**src/hdl/tbdc_pkg.sv**
```systemverilog
// Shared types and constants of the two-beam direction counter.
`default_nettype none
package tbdc_pkg;

	localparam int TIME_W  = 32;
	localparam int LEVEL_W = 12;
	localparam int COUNT_W = 8;
	localparam int APB_DATA_W = 32;
	localparam int APB_ADDR_W = 3;

	localparam logic [LEVEL_W-1:0] THRESHOLD_RST = 12'd2270;
	localparam logic [TIME_W-1:0]  DEBOUNCE_RST  = 32'd100000;
	localparam logic [COUNT_W-1:0] COUNT_MAX     = '1;
	localparam logic [COUNT_W-1:0] COUNT_MIN     = '0;

	localparam int QUEUE_DEPTH_DEF = 2;

	// register index, taken from paddr[2]
	typedef enum logic {
		REG_RELEASE_THRESHOLD = 1'b0,
		REG_DEBOUNCE_US       = 1'b1
	} reg_idx_t;

	// recognizer progress flags
	typedef logic [2:0] progress_t;
	localparam progress_t STEP1     = 3'b001;
	localparam progress_t STEP2     = 3'b010;
	localparam progress_t STEP3     = 3'b100;
	localparam progress_t ALL_STEPS = 3'b111;

	// classified event passed from front to back
	typedef struct packed {
		logic accepted;
		logic inner;
		logic is_release;
	} event_t;

endpackage
`default_nettype wire

```
**src/hdl/tbdc_ifs.sv**
```systemverilog
// Valid/ready channel interfaces for edge events and count results.
`default_nettype none
interface tbdc_in_if;
	import tbdc_pkg::*;
	logic               valid;
	logic               ready;
	logic               beam_sel;
	logic [TIME_W-1:0]  time_us;
	logic [LEVEL_W-1:0] beam_level;
	modport source (output valid, beam_sel, time_us, beam_level, input ready);
	modport sink (input valid, beam_sel, time_us, beam_level, output ready);
endinterface

interface tbdc_out_if;
	import tbdc_pkg::*;
	logic               valid;
	logic               ready;
	logic [COUNT_W-1:0] occupancy;
	logic               accepted;
	logic               entered;
	logic               exited;
	modport source (output valid, occupancy, accepted, entered, exited, input ready);
	modport sink (input valid, occupancy, accepted, entered, exited, output ready);
endinterface
`default_nettype wire

```
**src/hdl/tbdc_front.sv**
```systemverilog
// Front end: debounce per beam and break/release classification.
`default_nettype none
module tbdc_front (
	input  wire logic                         clk,
	input  wire logic                         arst_n,
	tbdc_in_if.sink                           item,
	input  wire logic [tbdc_pkg::LEVEL_W-1:0] threshold,
	input  wire logic [tbdc_pkg::TIME_W-1:0]  debounce,
	input  wire logic                         full,
	output      logic                         push,
	output      tbdc_pkg::event_t             ev
);
	import tbdc_pkg::*;

	logic [TIME_W-1:0] outer_last_q;
	logic [TIME_W-1:0] inner_last_q;
	logic [TIME_W-1:0] last_time;
	logic [TIME_W-1:0] elapsed;
	logic              pass;

	assign item.ready = !full;
	assign push       = item.valid && !full;

	assign last_time = item.beam_sel ? inner_last_q : outer_last_q;
	assign elapsed   = item.time_us - last_time;   // wraps mod 2^32
	assign pass      = elapsed > debounce;

	assign ev.accepted   = pass;
	assign ev.inner      = item.beam_sel;
	assign ev.is_release = item.beam_level > threshold;

	always_ff @(posedge clk or negedge arst_n) begin
		if (!arst_n) begin
			outer_last_q <= '0;
			inner_last_q <= '0;
		end else if (push && pass) begin
			if (item.beam_sel) begin
				inner_last_q <= item.time_us;
			end else begin
				outer_last_q <= item.time_us;
			end
		end
	end

endmodule
`default_nettype wire

```
**src/hdl/tbdc_queue.sv**
```systemverilog
// Small event queue between front and back.
`default_nettype none
module tbdc_queue #(
	parameter int DEPTH = tbdc_pkg::QUEUE_DEPTH_DEF
) (
	input  wire logic             clk,
	input  wire logic             arst_n,
	input  wire logic             push,
	input  wire tbdc_pkg::event_t wdata,
	output      logic             full,
	input  wire logic             pop,
	output      tbdc_pkg::event_t rdata,
	output      logic             empty
);
	import tbdc_pkg::*;

	localparam int AW = (DEPTH > 1) ? $clog2(DEPTH) : 1;
	localparam int CW = $clog2(DEPTH + 1);
	localparam logic [AW-1:0] LAST_PTR = AW'(DEPTH - 1);

	event_t          mem_q [DEPTH];
	logic [AW-1:0]   wr_ptr_q;
	logic [AW-1:0]   rd_ptr_q;
	logic [CW-1:0]   cnt_q;

	assign full  = cnt_q == CW'(DEPTH);
	assign empty = cnt_q == '0;
	assign rdata = mem_q[rd_ptr_q];

	always_ff @(posedge clk) begin
		if (push) begin
			mem_q[wr_ptr_q] <= wdata;
		end
	end

	always_ff @(posedge clk or negedge arst_n) begin
		if (!arst_n) begin
			wr_ptr_q <= '0;
			rd_ptr_q <= '0;
			cnt_q    <= '0;
		end else begin
			if (push) begin
				wr_ptr_q <= (wr_ptr_q == LAST_PTR) ? '0 : wr_ptr_q + 1'b1;
			end
			if (pop) begin
				rd_ptr_q <= (rd_ptr_q == LAST_PTR) ? '0 : rd_ptr_q + 1'b1;
			end
			if (push && !pop) begin
				cnt_q <= cnt_q + 1'b1;
			end else if (pop && !push) begin
				cnt_q <= cnt_q - 1'b1;
			end
		end
	end

`ifndef SYNTHESIS
	a_no_overflow: assert property (@(posedge clk) disable iff (!arst_n)
		!(push && full)) else $error("queue push while full");
	a_no_underflow: assert property (@(posedge clk) disable iff (!arst_n)
		!(pop && empty)) else $error("queue pop while empty");
	a_count_bound: assert property (@(posedge clk) disable iff (!arst_n)
		cnt_q <= CW'(DEPTH)) else $error("queue count out of range");
`endif

endmodule
`default_nettype wire

```
**src/hdl/tbdc_back.sv**
```systemverilog
// Back end: entry/exit recognizers, occupancy count and result register.
`default_nettype none
module tbdc_back (
	input  wire logic             clk,
	input  wire logic             arst_n,
	input  wire logic             empty,
	input  wire tbdc_pkg::event_t ev,
	output      logic             pop,
	tbdc_out_if.source            result
);
	import tbdc_pkg::*;

	// returns {done, next progress}
	function automatic logic [3:0] advance(progress_t p, logic on_first, logic rel);
		progress_t n;
		logic      done;
		n    = p;
		done = 1'b0;
		if (!rel && on_first) begin
			n = p | STEP1;
		end else if (!rel) begin
			n = ((p & STEP1) != '0) ? (p | STEP2) : '0;
		end else if (on_first) begin
			n = ((p & (STEP1 | STEP2)) == (STEP1 | STEP2)) ? (p | STEP3) : '0;
		end else begin
			done = p == ALL_STEPS;
			n    = '0;
		end
		return {done, n};
	endfunction

	progress_t          entry_q;
	progress_t          exit_q;
	logic [COUNT_W-1:0] count_q;
	logic               valid_q;
	logic [COUNT_W-1:0] occ_q;
	logic               acc_q;
	logic               ent_q;
	logic               ext_q;

	logic [3:0]         entry_adv;
	logic [3:0]         exit_adv;
	logic               ent;
	logic               ext;
	logic [COUNT_W-1:0] count_nxt;

	assign pop = !empty && (!valid_q || result.ready);

	assign entry_adv = advance(entry_q, !ev.inner, ev.is_release);
	assign exit_adv  = advance(exit_q, ev.inner, ev.is_release);
	assign ent       = ev.accepted && entry_adv[3];
	assign ext       = ev.accepted && exit_adv[3];

	always_comb begin
		count_nxt = count_q;
		if (ent && count_q != COUNT_MAX) begin
			count_nxt = count_q + 1'b1;
		end else if (ext && count_q != COUNT_MIN) begin
			count_nxt = count_q - 1'b1;
		end
	end

	always_ff @(posedge clk or negedge arst_n) begin
		if (!arst_n) begin
			entry_q <= '0;
			exit_q  <= '0;
			count_q <= '0;
			valid_q <= 1'b0;
		end else begin
			if (pop) begin
				valid_q <= 1'b1;
				if (ev.accepted) begin
					entry_q <= entry_adv[2:0];
					exit_q  <= exit_adv[2:0];
					count_q <= count_nxt;
				end
			end else if (result.ready) begin
				valid_q <= 1'b0;
			end
		end
	end

	always_ff @(posedge clk) begin
		if (pop) begin
			occ_q <= count_nxt;
			acc_q <= ev.accepted;
			ent_q <= ent;
			ext_q <= ext;
		end
	end

	assign result.valid     = valid_q;
	assign result.occupancy = occ_q;
	assign result.accepted  = acc_q;
	assign result.entered   = ent_q;
	assign result.exited    = ext_q;

`ifndef SYNTHESIS
	a_rejected_keeps_state: assert property (@(posedge clk) disable iff (!arst_n)
		pop && !ev.accepted |=> count_q == $past(count_q) && entry_q == $past(entry_q)
			&& exit_q == $past(exit_q)) else $error("rejected event changed state");
	a_not_both: assert property (@(posedge clk) disable iff (!arst_n)
		pop |=> !(ent_q && ext_q)) else $error("entry and exit on one event");
	a_entry_count: assert property (@(posedge clk) disable iff (!arst_n)
		pop && ent |=> count_q == COUNT_MAX || count_q == $past(count_q) + 1'b1)
		else $error("entry did not raise count");
	a_occ_matches: assert property (@(posedge clk) disable iff (!arst_n)
		pop |=> occ_q == count_q) else $error("result occupancy differs from count");
`endif

endmodule
`default_nettype wire

```
**src/hdl/two_beam_direction_counter.sv**
```systemverilog
// Top level of the two-beam direction counter: APB registers, front, queue, back.
//
//  channel   dir  handshake          payload
//  item      in   valid/ready        beam_sel, time_us[31:0], beam_level[11:0]
//  result    out  valid/ready        occupancy[7:0], accepted, entered, exited
//  apb       in   psel/penable       paddr[2:0], pwdata[31:0], prdata[31:0]
//
// One item per cycle sustained while result.ready stays high; a transfer is written into
// the queue, and the result register loads from the queue head when it is free or taken.
// The back end's recognizer and count update is combinational, which sets the rate.
// The queue (QUEUE_DEPTH entries) plus the result register absorb a result-side stall;
// item.ready drops only when the queue is full.
// arst_n clears timestamps, recognizers, count and queue; registers go to their defaults.
`default_nettype none
module two_beam_direction_counter #(
	parameter int QUEUE_DEPTH = tbdc_pkg::QUEUE_DEPTH_DEF
) (
	input  wire logic                            clk,
	input  wire logic                            arst_n,
	tbdc_in_if.sink                              item,
	tbdc_out_if.source                           result,
	input  wire logic                            psel,
	input  wire logic                            penable,
	input  wire logic                            pwrite,
	input  wire logic [tbdc_pkg::APB_ADDR_W-1:0] paddr,
	input  wire logic [tbdc_pkg::APB_DATA_W-1:0] pwdata,
	output      logic [tbdc_pkg::APB_DATA_W-1:0] prdata,
	output      logic                            pready
);
	import tbdc_pkg::*;

	logic [LEVEL_W-1:0] threshold_q;
	logic [TIME_W-1:0]  debounce_q;
	reg_idx_t           reg_idx;
	logic               wr_en;

	logic               push;
	logic               pop;
	logic               full;
	logic               empty;
	event_t             ev_in;
	event_t             ev_out;

	// registers are word addressed; paddr[2] picks the register
	assign reg_idx = reg_idx_t'(paddr[2]);
	assign pready  = 1'b1;
	assign wr_en   = psel && penable && pwrite;

	always_ff @(posedge clk or negedge arst_n) begin
		if (!arst_n) begin
			threshold_q <= THRESHOLD_RST;
			debounce_q  <= DEBOUNCE_RST;
		end else if (wr_en) begin
			case (reg_idx)
				REG_RELEASE_THRESHOLD: threshold_q <= pwdata[LEVEL_W-1:0];
				REG_DEBOUNCE_US:       debounce_q  <= pwdata[TIME_W-1:0];
				default: ;
			endcase
		end
	end

	always_comb begin
		case (reg_idx)
			REG_RELEASE_THRESHOLD: prdata = APB_DATA_W'(threshold_q);
			REG_DEBOUNCE_US:       prdata = APB_DATA_W'(debounce_q);
			default:               prdata = '0;
		endcase
	end

	// front: debounce and classify every transfer, rejected ones included
	tbdc_front u_front (
		.clk       (clk),
		.arst_n    (arst_n),
		.item      (item),
		.threshold (threshold_q),
		.debounce  (debounce_q),
		.full      (full),
		.push      (push),
		.ev        (ev_in)
	);

	// decoupling queue
	tbdc_queue #(
		.DEPTH (QUEUE_DEPTH)
	) u_queue (
		.clk    (clk),
		.arst_n (arst_n),
		.push   (push),
		.wdata  (ev_in),
		.full   (full),
		.pop    (pop),
		.rdata  (ev_out),
		.empty  (empty)
	);

	// back: recognizers, count and result register
	tbdc_back u_back (
		.clk    (clk),
		.arst_n (arst_n),
		.empty  (empty),
		.ev     (ev_out),
		.pop    (pop),
		.result (result)
	);

endmodule
`default_nettype wire
```
**src/flat_wrapper.sv**
```systemverilog
// flat-port wrapper written by rule: the top's interface ports become plain ports
module two_beam_direction_counter_flat import tbdc_pkg::*;
#(
	parameter int QUEUE_DEPTH = tbdc_pkg::QUEUE_DEPTH_DEF
)
  (clk, arst_n, psel, penable, pwrite, paddr, pwdata, prdata, pready, item_valid, item_beam_sel, item_time_us, item_beam_level, item_ready, result_valid, result_occupancy, result_accepted, result_entered, result_exited, result_ready);
  tbdc_in_if item_i ();
  tbdc_out_if result_i ();
  input  wire logic clk;
  input  wire logic arst_n;
  input  wire logic psel;
  input  wire logic penable;
  input  wire logic pwrite;
  input  wire logic [tbdc_pkg::APB_ADDR_W-1:0] paddr;
  input  wire logic [tbdc_pkg::APB_DATA_W-1:0] pwdata;
  output      logic [tbdc_pkg::APB_DATA_W-1:0] prdata;
  output      logic pready;
  input wire logic [$bits(item_i.valid)-1:0] item_valid;
  input wire logic [$bits(item_i.beam_sel)-1:0] item_beam_sel;
  input wire logic [$bits(item_i.time_us)-1:0] item_time_us;
  input wire logic [$bits(item_i.beam_level)-1:0] item_beam_level;
  output wire logic [$bits(item_i.ready)-1:0] item_ready;
  output wire logic [$bits(result_i.valid)-1:0] result_valid;
  output wire logic [$bits(result_i.occupancy)-1:0] result_occupancy;
  output wire logic [$bits(result_i.accepted)-1:0] result_accepted;
  output wire logic [$bits(result_i.entered)-1:0] result_entered;
  output wire logic [$bits(result_i.exited)-1:0] result_exited;
  input wire logic [$bits(result_i.ready)-1:0] result_ready;
  assign item_i.valid = item_valid;
  assign item_i.beam_sel = item_beam_sel;
  assign item_i.time_us = item_time_us;
  assign item_i.beam_level = item_beam_level;
  assign item_ready = item_i.ready;
  assign result_valid = result_i.valid;
  assign result_occupancy = result_i.occupancy;
  assign result_accepted = result_i.accepted;
  assign result_entered = result_i.entered;
  assign result_exited = result_i.exited;
  assign result_i.ready = result_ready;
  two_beam_direction_counter #(.QUEUE_DEPTH(QUEUE_DEPTH)) u_core (.clk(clk), .arst_n(arst_n), .item(item_i), .result(result_i), .psel(psel), .penable(penable), .pwrite(pwrite), .paddr(paddr), .pwdata(pwdata), .prdata(prdata), .pready(pready));
endmodule
```
**config.mk**
```make
export PLATFORM = sky130hd
export DESIGN_NAME = two_beam_direction_counter_flat
export DESIGN_NICKNAME = d
export VERILOG_FILES = /design/src/hdl/tbdc_pkg.sv /design/src/hdl/tbdc_ifs.sv /design/src/hdl/tbdc_front.sv /design/src/hdl/tbdc_queue.sv /design/src/hdl/tbdc_back.sv /design/src/hdl/two_beam_direction_counter.sv /design/src/flat_wrapper.sv
export SDC_FILE = /design/constraint.sdc
export NUM_CORES = 1
export LEC_CHECK = 0
export BUFFER_PORTS_ARGS = -buffer_cell sky130_fd_sc_hd__buf_2
export CORE_MARGIN = 5
export CORE_UTILIZATION = 38
export DETAILED_ROUTE_END_ITERATION = 6
export PLACE_DENSITY_LB_ADDON = 0.25
export RECOVER_POWER = 25
export SYNTH_ARGS = -nofsm -noshare
export SYNTH_HDL_FRONTEND = slang
export SYNTH_SLANG_ARGS = --single-unit
export TNS_END_PERCENT = 10
```
**constraint.sdc**
```tcl
create_clock -name clk -period 6.3 [get_ports clk]
set_clock_uncertainty 0.2 [all_clocks]
set_input_delay 1.26 -clock clk [delete_from_list [all_inputs] [get_ports clk]]
set_output_delay 1.26 -clock clk [all_outputs]
set_load 0.1 [all_outputs]
```
# Word level (Yosys, flattened, before mapping)
# Memories as Yosys holds them, arrays and structs flattened.
# Index checks and enable logic that the tools add are counted.
# word_totals
word_cells	109
mem_count	1
ff_bits	138
input_bits	87
mem_bits_rw	6
# op_classes
n_lt_le_gt_ge	2
bitwise	4
muxes	28
eq_ne	12
add_sub_neg	7
n_reduce_logical	36
# mem_list
name	depth	width	rd	rd_ports_with_merged_regs	wr	line_no	text
u_core.u_queue.mem_q	2	3	1	0	1	tbdc_queue.sv:21	event_t mem_q [DEPTH];
# ops
operator	count
32-bit one-hot mux with 2 select lines	1
32-bit > comparator	1
32-bit 2-to-1 mux	1
32-bit subtractor	1
3-bit 2-to-1 mux	8
8-bit 2-to-1 mux	2
4-bit AND reduction	4
1-bit 2-to-1 mux	14
1-bit logical AND	13
12-bit > comparator	1
2-bit AND reduction	5
8-bit by 1-bit adder with 8-bit output, second input constant	1
4-bit inequality test, second input constant	2
8-bit inequality test, second input constant	1
8-bit nonzero test	1
8-bit by 1-bit subtractor with 8-bit output, second input constant	1
1-bit logical NOT	7
2-bit == test, second input constant	3
3-bit == test, second input constant	2
3-bit inequality test, second input constant	2
3-bit AND reduction	2
2-bit 2-to-1 mux	2
2-bit inequality test, second input constant	2
1-bit NOT	4
other kinds (6)	8

# Logic depth before layout (Yosys ltp)
# logic_depth
word_depth	8
depth_mapped	21

# Hierarchy
# A second synthesis with hierarchy kept.
# unflattened
hier_cells	851
hier_area_um2	9828.2
# modules_own_cells
module	n_inst	area_each_um2	cells_each
tbdc_front	1	5799.3	561
two_beam_direction_counter	1	2110.8	132
tbdc_back	1	1515.2	133
tbdc_queue	1	402.9	25

# Least setup slack after synthesis
# No wires, ideal clock.
# synth_path
path_type	input -> register
startpoint	in item_beam_sel
endpoint	reg u_core.u_front.inner_last_q[22]
arrival_time_ps	5739
slack_ps	236
required_ps	5975
path_stages	18
n_path_buf	3
setup_time_ps	125
path_cell_list	clkbuf_1 > clkbuf_1 > mux2i_1 > fa_1 > a211oi_1 > o211ai_1 > and2_1 > a211oi_1 > a31oi_1 > o21ai_1 > xnor2_1 > ha_1 > nand4_1 > nor4_1 > nand4_1 > o21ai_4 > buf_6 > mux2_2
# synth_between
elab_chain_cells	5
# synth_lines
element	line_no	text
start: declaration	flat_wrapper.sv:19	input wire logic [$bits(item_i.beam_sel)-1:0] item_beam_sel;
32-bit 2-to-1 mux	tbdc_front.sv:24	assign last_time = item.beam_sel ? inner_last_q : outer_last_q;
32-bit subtractor	tbdc_front.sv:25	assign elapsed = item.time_us - last_time;
32-bit > comparator	tbdc_front.sv:26	assign pass = elapsed > debounce;
1-bit logical AND	tbdc_front.sv:36	end else if (push && pass) begin
2-bit AND reduction (no line) (*)	-	
end signal: assignment	tbdc_front.sv:38	inner_last_q <= item.time_us;
end: declaration	tbdc_front.sv:16	logic [TIME_W-1:0] inner_last_q;
# Mark *: on every way between the ends. The rest lies on a longest branch, timed or not.
# A chain may end at the register's enable or synchronous reset.

# Final worst setup path
# layout_path
startpoint	in item_beam_sel
endpoint	reg u_core.u_front.inner_last_q[19]
# Same word-level chain as after synthesis.

==> out/qor.txt <==
xor and xnor area share after synthesis: 0.04597
utilization after layout: 0.4513
Synth Register Bits: 144
core area: 24250 um2
switching part of the total power: 0.4391
Die Span X: 166.7 um
YS warnings: 0
dpl ws: 284.5 ps
maxcap violations: 1
Total Routing Usage GR: 0.1575
Worst Tran Pin Value: 4236 ps
Routed WL: 21870 um
grt total ovfl: 0
HP Class: flip-flop to flip-flop
sequential area share after synthesis: 0.3969
worst-path fanout max: 24
ANT nets after route: 0
M2 GR Usage: 0.2603
Hold Fails Final Rpt: 0
Starting Density: 0.3850
Initial DRT Pass Iterations: 5
arrival time worst endpoint: 5730 ps
Post-Synth Adder-Cell Area: 0.1094
Post-CTS Hold Buffers: 0
initial antenna violation count: 0
# DRC: 0
# diodes: 0
Final TNS setup: 0 ps
Synth Cell Area: 9335 um2
Max Clk Rate: 177.3 MHz
largest net degree at the start of global routing: 79
met3 GRT Util: 0.03318
Comb power frac: 0.567
crit path kind: input port to flip-flop
Slew Viols, Final: 79
gr busiest metal: met2
clock share of power: 0.172
EDFF count, synth: 17
vias: 6941
Port Buf Inserts: 129
DP Cell Count: 1323
Mean Syn Cell Area: 10.48 um2
PD cells: 565.2 nW/um2
most area-hungry cell type in the Yosys netlist: dfrtp_1
Iter 0 DRT Violations: 282
Static Leak: 5.054 nW
Min-Delay Endpoint: u_core.u_queue.wr_ptr_q
clk slew on worst S/H paths: 60 ps
H-tree depth: 4
Internal Power: 3.469 mW
DR WL/cell: 16.14 um
post-CTS setup buffers: 0
Tcrit/Tclk final: 0.8953
clock sink total: 144
Placer Congestion: 0.8958
clock latency on the worst-skew pair: 420 ps
syn_nets: 1059
unrepaired setup endpoints after global routing: false
Synth Area in Simple Gates: 0.1031
CTS Buf Count: 17
Flop pwr share: 0.260
CTS resizes: 0
Worst Setup End Kind: flip-flop
failing checks: capacitance limit, slew limit
largest cells by area after synthesis: dfrtp_1 (31%), mux2_2 (13%), ha_1 (11%)
Cell Rows: 57
crit start category: input port
final setup vio count: 0
Primary FF master, synth: dfrtp_1
net switching power: 2.716 mW
Slew HR: -1.824
HPWL after DPL: 16650 um
Async SR Flop Fraction: 0.8819
worst r2r src: u_core.u_front.outer_last_q[0]
placed cell areas: 10340 um2
worst path required time: 6390 ps
multiplexer share of the synthesized area: 0.1737
global-route wire length before repair: 35870 um
layout cell share with drive strength beyond 1: 0.2997
Final Non-Filler Cells: 1355
r2r endpoint: u_core.u_front.inner_last_q[19]
Final #Nets: 1186
total die area: 27800 um2
HP Start: u_core.u_queue.wr_ptr_q
Vias/cell: 5.123
status: finished, violations left
# IOs: 133
maximum clock path buffer count: 2
Reg2Reg Setup Slack: 1440 ps
met1 Resource Use GR: 0.2111
vias in the first global route: 7021
top-area cell type share of the netlist area: 0.3056
CTS tree: built
worst hold slack: 301.2 ps
P&R area growth vs syn: 17.24%
Compound-Gate Fraction of Synth Area: 0.1288
overall power: 6.186 mW
Max IR drop VDD: 0.0003780 V
hold path depth: 1
reg2reg path depth: 21
largest family of logic cells by synthesized area: multiplexers
minimum clock period: 5641 ps
Syn Inst Count: 891
Unique masters post-synth: 62
fin area: 10940 um2
Die H: 166.7 um
Final WS setup: 659.4 ps
clock root buffer master: clkbuf_16
==> cells in the final DEF, fill, tap and decap left out, types with 4 or more instances in the layout <==
cell type    n
nand2b_1     9
dfrtp_1    114
a22o_1       4
nand4_1     16
buf_2      127
nor4_1       5
a31oi_1      5
nand3_1     18
o21ai_1      4
a21oi_1     53
mux2i_1     33
mux2_4       5
a211oi_1    10
edfxtp_1    17
o21ai_0     52
buf_4       13
clkbuf_1     5
nand2_1     69
and2_1      25
inv_1       54
nor3_1       7
xor2_1      17
nor2_1      28
nor2b_1      4
o21a_1       7
ha_1        80
a21o_1      17
dfstp_2     13
mux2_2     107
xnor2_1     32
o211ai_1     6
clkbuf_16   18
==> Yosys cell counts (all sizes together) (9+ instances only) <==
cell and count:
dfrtp 114, mux2 113, ha 80, nand2 69, o21ai 58, inv 54
a21oi 53, mux2i 33, xnor2 32, nor2 28, and2 25, clkbuf 25
a21o 18, nand3 18, edfxtp 17, xor2 17, nand4 16, dfstp 13
a211oi 11, buf 11, nand2b 9
==> worst max-delay path by stage <==
| stage | from | endpoint | slack [ps] | cells past startpoint |
|---|---|---|---|---|
| after global routing | item_beam_sel | u_core.u_front.inner_last_q[19] | 250 | 20 |
| final | item_beam_sel | u_core.u_front.inner_last_q[19] | 660 | 20 |
| after CTS | item_beam_sel | u_core.u_front.inner_last_q[19] | 710 | 21 |
| after detailed placement | item_beam_sel | u_core.u_front.inner_last_q[19] | 280 | 20 |
| after global placement | item_beam_sel | u_core.u_front.inner_last_q[19] | 270 | 19 |
| after floorplan | item_beam_sel | u_core.u_front.inner_last_q[22] | 240 | 18 |
==> worst max-delay path, cell delays in order <==
cell and delay (ps):
clkbuf_1 130, buf_4 290, mux2i_1 280, ha_1 280
and3_1 190, a211oi_1 320, nand3_1 230, a21boi_1 330
o21a_1 240, o21ai_0 120, xor2_1 160, ha_1 320
nand4_1 160, inv_1 80, a21oi_1 60, o21ai_0 330
nand4_1 210, o21ai_4 130, buf_12 220, mux2_2 370
==> area by class of cell <==
| type | count | area (um2) |
|---|---|---|
| fillers | 2331 | 13300 |
| multi-input cells | 657 | 5221 |
| flip-flops and latches | 144 | 3705 |
| repair buffers | 144 | 780.7 |
| clock buffers | 24 | 503.0 |
| well taps | 324 | 405.4 |
| inverters | 54 | 202.7 |
| clock inverters | 8 | 126.4 |
==> power by group through the flow <==
stage                     clock network (mW)  logic, mW  registers (mW)
after floorplan                            0       2.60            1.81
after global placement                     0       3.47            1.61
after detailed placement                   0       3.53            1.63
after CTS                               1.10       3.55            1.61
after global routing                    1.14       3.88            1.66
final                                   1.07       3.51            1.61
==> metal layers <==
layer | share of wire | wire length (um) | up-vias
met1 | 0.47 | 10300 | 3334
met3 | 0.041 | 906 | 20
met2 | 0.47 | 10350 | 138
li1 | - | - | 3449
met4 | 0.014 | 316 | 0
met5 | 0 | 0 | -
==> registers in the layout, indices dropped and copies added (netlist names) <==
signal,count
u_core.u_back.exit_q,3
u_core.debounce_q,32
u_core.u_back.entry_q,3
u_core.threshold_q,12
u_core.u_front.outer_last_q,32
u_core.u_back.result.entered,1
u_core.u_queue.cnt_q,2
u_core.u_queue.mem_q,6
u_core.u_back.result.accepted,1
u_core.u_queue.rd_ptr_q,1
u_core.u_back.result.exited,1
u_core.u_back.result.valid,1
u_core.u_back.count_q,8
u_core.u_front.inner_last_q,32
u_core.u_queue.wr_ptr_q,1
u_core.u_back.result.occupancy,8
==> cell families after synthesis <==
logic type,after synthesis
AND/OR/NAND/NOR,195
other,1
flip-flops,144
buffers and inverters,90
adder cells (fa/ha/maj),81
AO/OA/AOI/OAI,185
multiplexers,146
XOR/XNOR,49
Power figures use the tool's default switching activity.
